### src/rtl/ttc_pkg.sv
// ----------------------------------------------------------------------------
// ttc_pkg
// Shared types and constants for the triangle tangent calculator.
// ----------------------------------------------------------------------------
package ttc_pkg;

  localparam int unsigned PosW    = 32;
  localparam int unsigned TexW    = 24;
  localparam int unsigned EdgeW   = 33;
  localparam int unsigned DuvW    = 25;
  localparam int unsigned DetW    = 51;
  localparam int unsigned NumW    = 59;
  localparam int unsigned FactorW = 40;
  localparam int unsigned ThrW    = 32;
  localparam int unsigned CfgIdxW = 1;
  localparam int unsigned CfgDatW = 40;
  localparam int unsigned QuoW    = 49;
  localparam int unsigned AccW    = NumW + FactorW;

  localparam logic [CfgIdxW-1:0] CfgDetThreshold  = 1'b0;
  localparam logic [CfgIdxW-1:0] CfgFallbackFactor = 1'b1;

  localparam logic [ThrW-1:0]    ThrReset    = 32'd512;
  localparam logic [FactorW-1:0] FactorReset = 40'd6553600000;
  localparam logic [FactorW-1:0] FactorMax   = '1;

  typedef enum logic [3:0] {
    OpNone,
    OpSave,
    OpDelta,
    OpDet,
    OpNum,
    OpDivStep,
    OpMulStep,
    OpScale,
    OpOut
  } op_e;

  typedef struct packed {
    op_e        op;
    logic [1:0] sel;
    logic [1:0] part;
  } dp_cmd_t;

  typedef struct packed {
    logic div_done;
  } dp_sts_t;

endpackage

### src/rtl/ttc_ctrl.sv
// ----------------------------------------------------------------------------
// ttc_ctrl
// Sequencer: save corners, compute deltas, divide, scale, emit three results.
// ----------------------------------------------------------------------------
module ttc_ctrl
  import ttc_pkg::*;
(
  input  logic    clk_i,
  input  logic    rst_ni,
  input  logic    in_valid_i,
  output logic    in_ready_o,
  output logic    out_valid_o,
  input  logic    out_ready_i,
  output logic [1:0] out_k_o,
  output dp_cmd_t cmd_o,
  input  dp_sts_t sts_i
);

  typedef enum logic [2:0] {
    StIdle, StDelta, StDet, StDiv, StNum, StMul, StScale, StOut
  } state_e;

  state_e     state_q;
  logic [1:0] corner_q, sub_q, k_q, part_q;
  logic       in_fire, out_fire;

  assign in_ready_o  = (state_q == StIdle);
  assign in_fire     = in_valid_i && in_ready_o;
  assign out_valid_o = (state_q == StOut);
  assign out_fire    = out_valid_o && out_ready_i;
  assign out_k_o     = k_q;

  always_comb begin
    cmd_o.op   = OpNone;
    cmd_o.sel  = sub_q;
    cmd_o.part = part_q;
    case (state_q)
      StIdle:  cmd_o.op = in_fire ? OpSave : OpNone;
      StDelta: cmd_o.op = OpDelta;
      StDet:   cmd_o.op = OpDet;
      StDiv:   cmd_o.op = OpDivStep;
      StNum:   cmd_o.op = OpNum;
      StMul:   cmd_o.op = OpMulStep;
      StScale: cmd_o.op = OpScale;
      StOut:   cmd_o.op = OpOut;
      default: cmd_o.op = OpNone;
    endcase
    if (state_q == StIdle) cmd_o.sel = corner_q;
  end

  always_ff @(posedge clk_i or negedge rst_ni) begin
    if (!rst_ni) begin
      state_q  <= StIdle;
      corner_q <= '0;
      sub_q    <= '0;
      k_q      <= '0;
      part_q   <= '0;
    end else begin
      case (state_q)
        StIdle: begin
          if (in_fire) begin
            if (corner_q == 2'd2) begin
              corner_q <= '0;
              state_q  <= StDelta;
            end else begin
              corner_q <= corner_q + 2'd1;
            end
          end
        end
        StDelta: state_q <= StDet;
        StDet:   state_q <= StDiv;
        StDiv:   if (sts_i.div_done) begin
          state_q <= StNum;
          sub_q   <= '0;
        end
        StNum: begin
          state_q <= StMul;
          part_q  <= '0;
        end
        StMul: begin
          if (part_q == 2'd3) begin
            part_q  <= '0;
            state_q <= StScale;
          end else begin
            part_q  <= part_q + 2'd1;
          end
        end
        StScale: begin
          if (sub_q == 2'd3) begin
            sub_q   <= '0;
            state_q <= StOut;
            k_q     <= '0;
          end else if (sub_q == 2'd2) begin
            sub_q   <= 2'd3;
          end else begin
            sub_q   <= sub_q + 2'd1;
            state_q <= StMul;
          end
        end
        StOut: begin
          if (out_fire) begin
            if (k_q == 2'd2) begin
              state_q <= StIdle;
            end else begin
              k_q <= k_q + 2'd1;
            end
          end
        end
        default: state_q <= StIdle;
      endcase
    end
  end

endmodule

### config.mk
export PLATFORM = sky130hd
export DESIGN_NAME = ttc_ctrl
export DESIGN_NICKNAME = d
export VERILOG_FILES = /design/src/rtl/ttc_pkg.sv /design/src/rtl/ttc_ctrl.sv
export SDC_FILE = /design/constraint.sdc
export NUM_CORES = 1
export LEC_CHECK = 0
export BUFFER_PORTS_ARGS = -buffer_cell sky130_fd_sc_hd__buf_2
export CAP_MARGIN = 25
export CORE_MARGIN = 2
export CORE_UTILIZATION = 35
export CTS_CLUSTER_DIAMETER = 200
export DETAILED_ROUTE_END_ITERATION = 10
export SYNTH_ARGS = -nofsm -noshare
export SYNTH_HDL_FRONTEND = slang
export SYNTH_SLANG_ARGS = --single-unit
### constraint.sdc
create_clock -name clk_i -period 1.8 [get_ports clk_i]
set_input_delay 0 -clock clk_i [delete_from_list [all_inputs] [get_ports clk_i]]
set_output_delay 0 -clock clk_i [all_outputs]
set_load 0.01 [all_outputs]
==> qor.json <==
{
  "starting_density_of_the_core": {"value": 0.371},
  "detail_route.vias_per_cell": {"value": 5.13},
  "gr-total-overflow": {"value": 0},
  "final_util": {"value": 0.446},
  "cts_buffers": {"value": 3},
  "num_rows": {"value": 16},
  "timing.critical_path.max_delay_family": {"value": "flip-flops"},
  "avgRoutedWirePerCell": {"value": 11.8, "unit": "µm"},
  "pre_cts_slack": {"value": 0.399, "unit": "ns"},
  "yosysWarnings": {"value": 0},
  "whs": {"value": 0.0775, "unit": "ns"},
  "achievable-frequency": {"value": 603, "unit": "MHz"},
  "startpoint_type": {"value": "register"},
  "hpwlAfterDp": {"value": 1.17, "unit": "mm"},
  "clock-skew-final": {"value": 0.000907, "unit": "ns"},
  "period_share": {"value": 0.922},
  "worst_ep_arrival_time": {"value": 1.66, "unit": "ns"},
  "antenna-diode-count": {"value": 0},
  "cts_sinks": {"value": 11},
  "most-common-layout-cells": {"value": "buf_2 (16), nand2_1 (11), dfrtp_1 (11), o21ai_0 (8), a21oi_1 (6)"},
  "slew-limit-headroom": {"value": 0.694},
  "finalWorstPathRequiredPeriod": {"value": 1.66, "unit": "ns"},
  "worst_path_largest_cell_delay": {"value": 0.55, "unit": "ns"},
  "die_w": {"value": 49.6, "unit": "µm"},
  "setup_slack": {"value": 0.141, "unit": "ns"},
  "cts.root.buffer_cell": {"value": "clkbuf_4"},
  "depth_of_the_worst_register_to_register_path": {"value": 4},
  "slew_viol_final": {"value": 0},
  "groute.usage.overall": {"value": 0.134},
  "cts_max_path_buffers": {"value": 2},
  "grt_first_pass_wirelength": {"value": 2.54, "unit": "mm"},
  "critical_path.slowest_cell": {"value": "dfrtp_1"},
  "timing.hold.worst_endpoint": {"value": "state_q[0]"},
  "hold_class": {"value": "primary input to register"},
  "syn2layout_area_growth": {"value": 20.1, "unit": "%"},
  "worst-setup-path-type": {"value": "register to output pin"},
  "worstPathCellList": {"value": "nor3_2 -> mux2_2 -> buf_2"},
  "maxCapViolCount": {"value": 0},
  "seq_area": {"value": 275, "unit": "µm²"},
  "postRouteAntennaNets": {"value": 0},
  "grt_setup_unrepaired": {"value": "false"},
  "cp.required": {"value": 1.80, "unit": "ns"},
  "gp_routability_congestion": {"value": 0.734},
  "final_nets": {"value": 115},
  "worst_hold_startpoint": {"value": "sts_i"},
  "insertion_delay": {"value": 0.28, "unit": "ns"},
  "timing.rr.end": {"value": "state_q[0]"},
  "die_height": {"value": 49.6, "unit": "µm"},
  "r2r_start": {"value": "state_q[1]"},
  "synthDistinctLibCells": {"value": 31},
  "core-area": {"value": 1960, "unit": "µm²"},
  "syn-num-nets": {"value": 96},
  "clock_tree.htree_level_count": {"value": 1},
  "worstSetupEndpointType": {"value": "output pin"},
  "design.die.area": {"value": 2460, "unit": "µm²"},
  "synthesis.area": {"value": 728, "unit": "µm²"},
  "drt_wl_total": {"value": 1.54, "unit": "mm"},
  "post_synth_inst_count": {"value": 86},
  "pin_count_of_the_biggest_net_entering_global_routing": {"value": 18},
  "pin_count": {"value": 17},
  "cts_repair_resize_count": {"value": 0},
  "post-cts-setup-buffers": {"value": 0},
  "drt_pre_antenna_iters": {"value": 4},
  "outcome": {"value": "finished clean"},
  "tightestPinTransition": {"value": 0.459, "unit": "ns"},
  "synth.ff_latch_count": {"value": 11},
  "first_global_vias": {"value": 583},
  "port_buffers": {"value": 16},
  "timing.setup.tns": {"value": 0, "unit": "ns"},
  "power_density": {"value": 1790, "unit": "nW/µm²"},
  "setup_viol": {"value": 0},
  "mostFrequentLayoutCell": {"value": "buf_2"},
  "drtIter0Drc": {"value": 5},
  "synth_sequential_area_ratio": {"value": 0.378},
  "vias": {"value": 672},
  "dpl-instance-area": {"value": 838, "unit": "µm²"},
  "worst_setup_hold_path_clk_slew": {"value": 0.08, "unit": "ns"},
  "fillers": {"value": 231},
  "tritoncts": {"value": "built"},
  "grt_antenna_before_repair": {"value": 0},
  "stdcell_area": {"value": 875, "unit": "µm²"},
  "worst_ir_drop_vdd": {"value": 0.711, "unit": "mV"},
  "crit_fanout": {"value": 17},
  "drt_drc_violations_left": {"value": 0},
  "finalHoldViolCount": {"value": 0},
  "whs_path_depth": {"value": 3},
  "multi_input_area": {"value": 419, "unit": "µm²"},
  "minimum_setup_slack_among_reg_to_reg_paths": {"value": 0.39, "unit": "ns"},
  "final_layout_size_suffix_gt1_frac": {"value": 0.240},
  "static-leakage-power": {"value": 0.426, "unit": "nW"},
  "sum_of_buffers_and_inverters_on_the_critical_path": {"value": 1},
  "avgSynthCellArea": {"value": 8.47, "unit": "µm²"}
}
==> cell usage after synthesis <==
cell / count / share of area
nor3_1: 2 / 0.014
dfrtp_1: 11 / 0.38
clkbuf_1: 5 / 0.026
nand4b_1: 1 / 0.012
nor2_1: 5 / 0.026
o21ai_0: 8 / 0.055
mux2i_1: 1 / 0.014
nor3_2: 1 / 0.014
inv_2: 1 / 0.0051
o2111ai_1: 1 / 0.012
xnor2_1: 1 / 0.012
a22o_1: 1 / 0.012
or3_1: 1 / 0.0086
o211ai_1: 2 / 0.021
a21o_1: 3 / 0.031
or4b_1: 1 / 0.014
a41oi_1: 1 / 0.012
nand2_1: 11 / 0.057
nor3b_1: 1 / 0.010
or2_2: 1 / 0.0086
inv_1: 3 / 0.015
and3_1: 2 / 0.017
a311oi_1: 1 / 0.012
o21ai_1: 1 / 0.0069
mux2_2: 1 / 0.015
nor2b_1: 2 / 0.017
a21oi_1: 6 / 0.041
ha_1: 5 / 0.086
nand4_1: 1 / 0.0086
nand2b_1: 3 / 0.026
nand3_1: 2 / 0.014
==> routing by layer <==
layer,wire length [µm],part of all wire,GRT usage
met1,770,0.50,0.187
met2,682,0.44,0.207
met3,70,0.045,0.0273
met4,20,0.013,0.0417
met5,0,0,0
==> power breakdown <==
| part | internal, mW | total, mW | switching [mW] | leakage, nW |
|---|---|---|---|---|
| Clock | 0.0860 | 0.180 | 0.0941 | 0.0150 |
| Sequential | 0.359 | 0.517 | 0.158 | 0.132 |
| Combinational | 0.401 | 0.864 | 0.463 | 0.278 |
| Total | 0.846 | 1.56 | 0.715 | 0.426 |
==> worst min-delay path, cell delays in order <==
cell,delay (ns)
buf_2,0.10
or4b_1,0.11
a41oi_1,0.11
==> area by class of cell <==
type	instances	share of cell area
Inverter	4	0.0172
Timing Repair Buffer	19	0.120
Multi-Input combinational cell	66	0.479
Sequential cell	11	0.315
Clock buffer	4	0.0300
Tap cell	27	0.0386
==> per-stage QoR <==
step	total power [mW]	std cells
3_5_place_dp	1.40	126
2_1_floorplan	1.12	86
3_3_place_gp	1.38	126
5_1_grt	1.72	131
4_1_cts	1.59	131
6_report	1.56	131
==> registers in the layout (all words and copies together) (netlist names) <==
signal	count
out_k_o	2
corner_q	2
part_q	2
state_q	3
sub_q	2
==> kinds of logic (layout without fill, tap and decap cells) <==
group	Yosys count	count (layout)	synth area share
muxes	2	2	0.0292
xor gates and xnor gates	1	1	0.0120
DFF	11	11	0.378
and+or+nand+nor	34	34	0.246
AOI/OAI and AO/OA	24	24	0.203
adders and majority gates	5	5	0.0859
buffers and inverters	9	27	0.0464
==> how the worst max path moves through the flow <==
stage               slack [ns]  cells after the start        from    endpoint
floorplan                 0.39                      5  state_q[2]  state_q[0]
global placement          0.41                      4  state_q[1]  state_q[0]
detailed placement        0.40                      4  state_q[1]  state_q[0]
CTS                       0.12                      3  state_q[1]    cmd_o[3]
global route              0.05                      3  state_q[1]    cmd_o[3]
finish                    0.14                      3  state_q[1]    cmd_o[3]
==> what timing repair did <==
action	in CTS	in global routing
endpoints found under the hold margin	11	0
endpoints found under the setup margin	0	0
hold buffers	1	0
No activity file was read; power rests on OpenSTA's default activity.
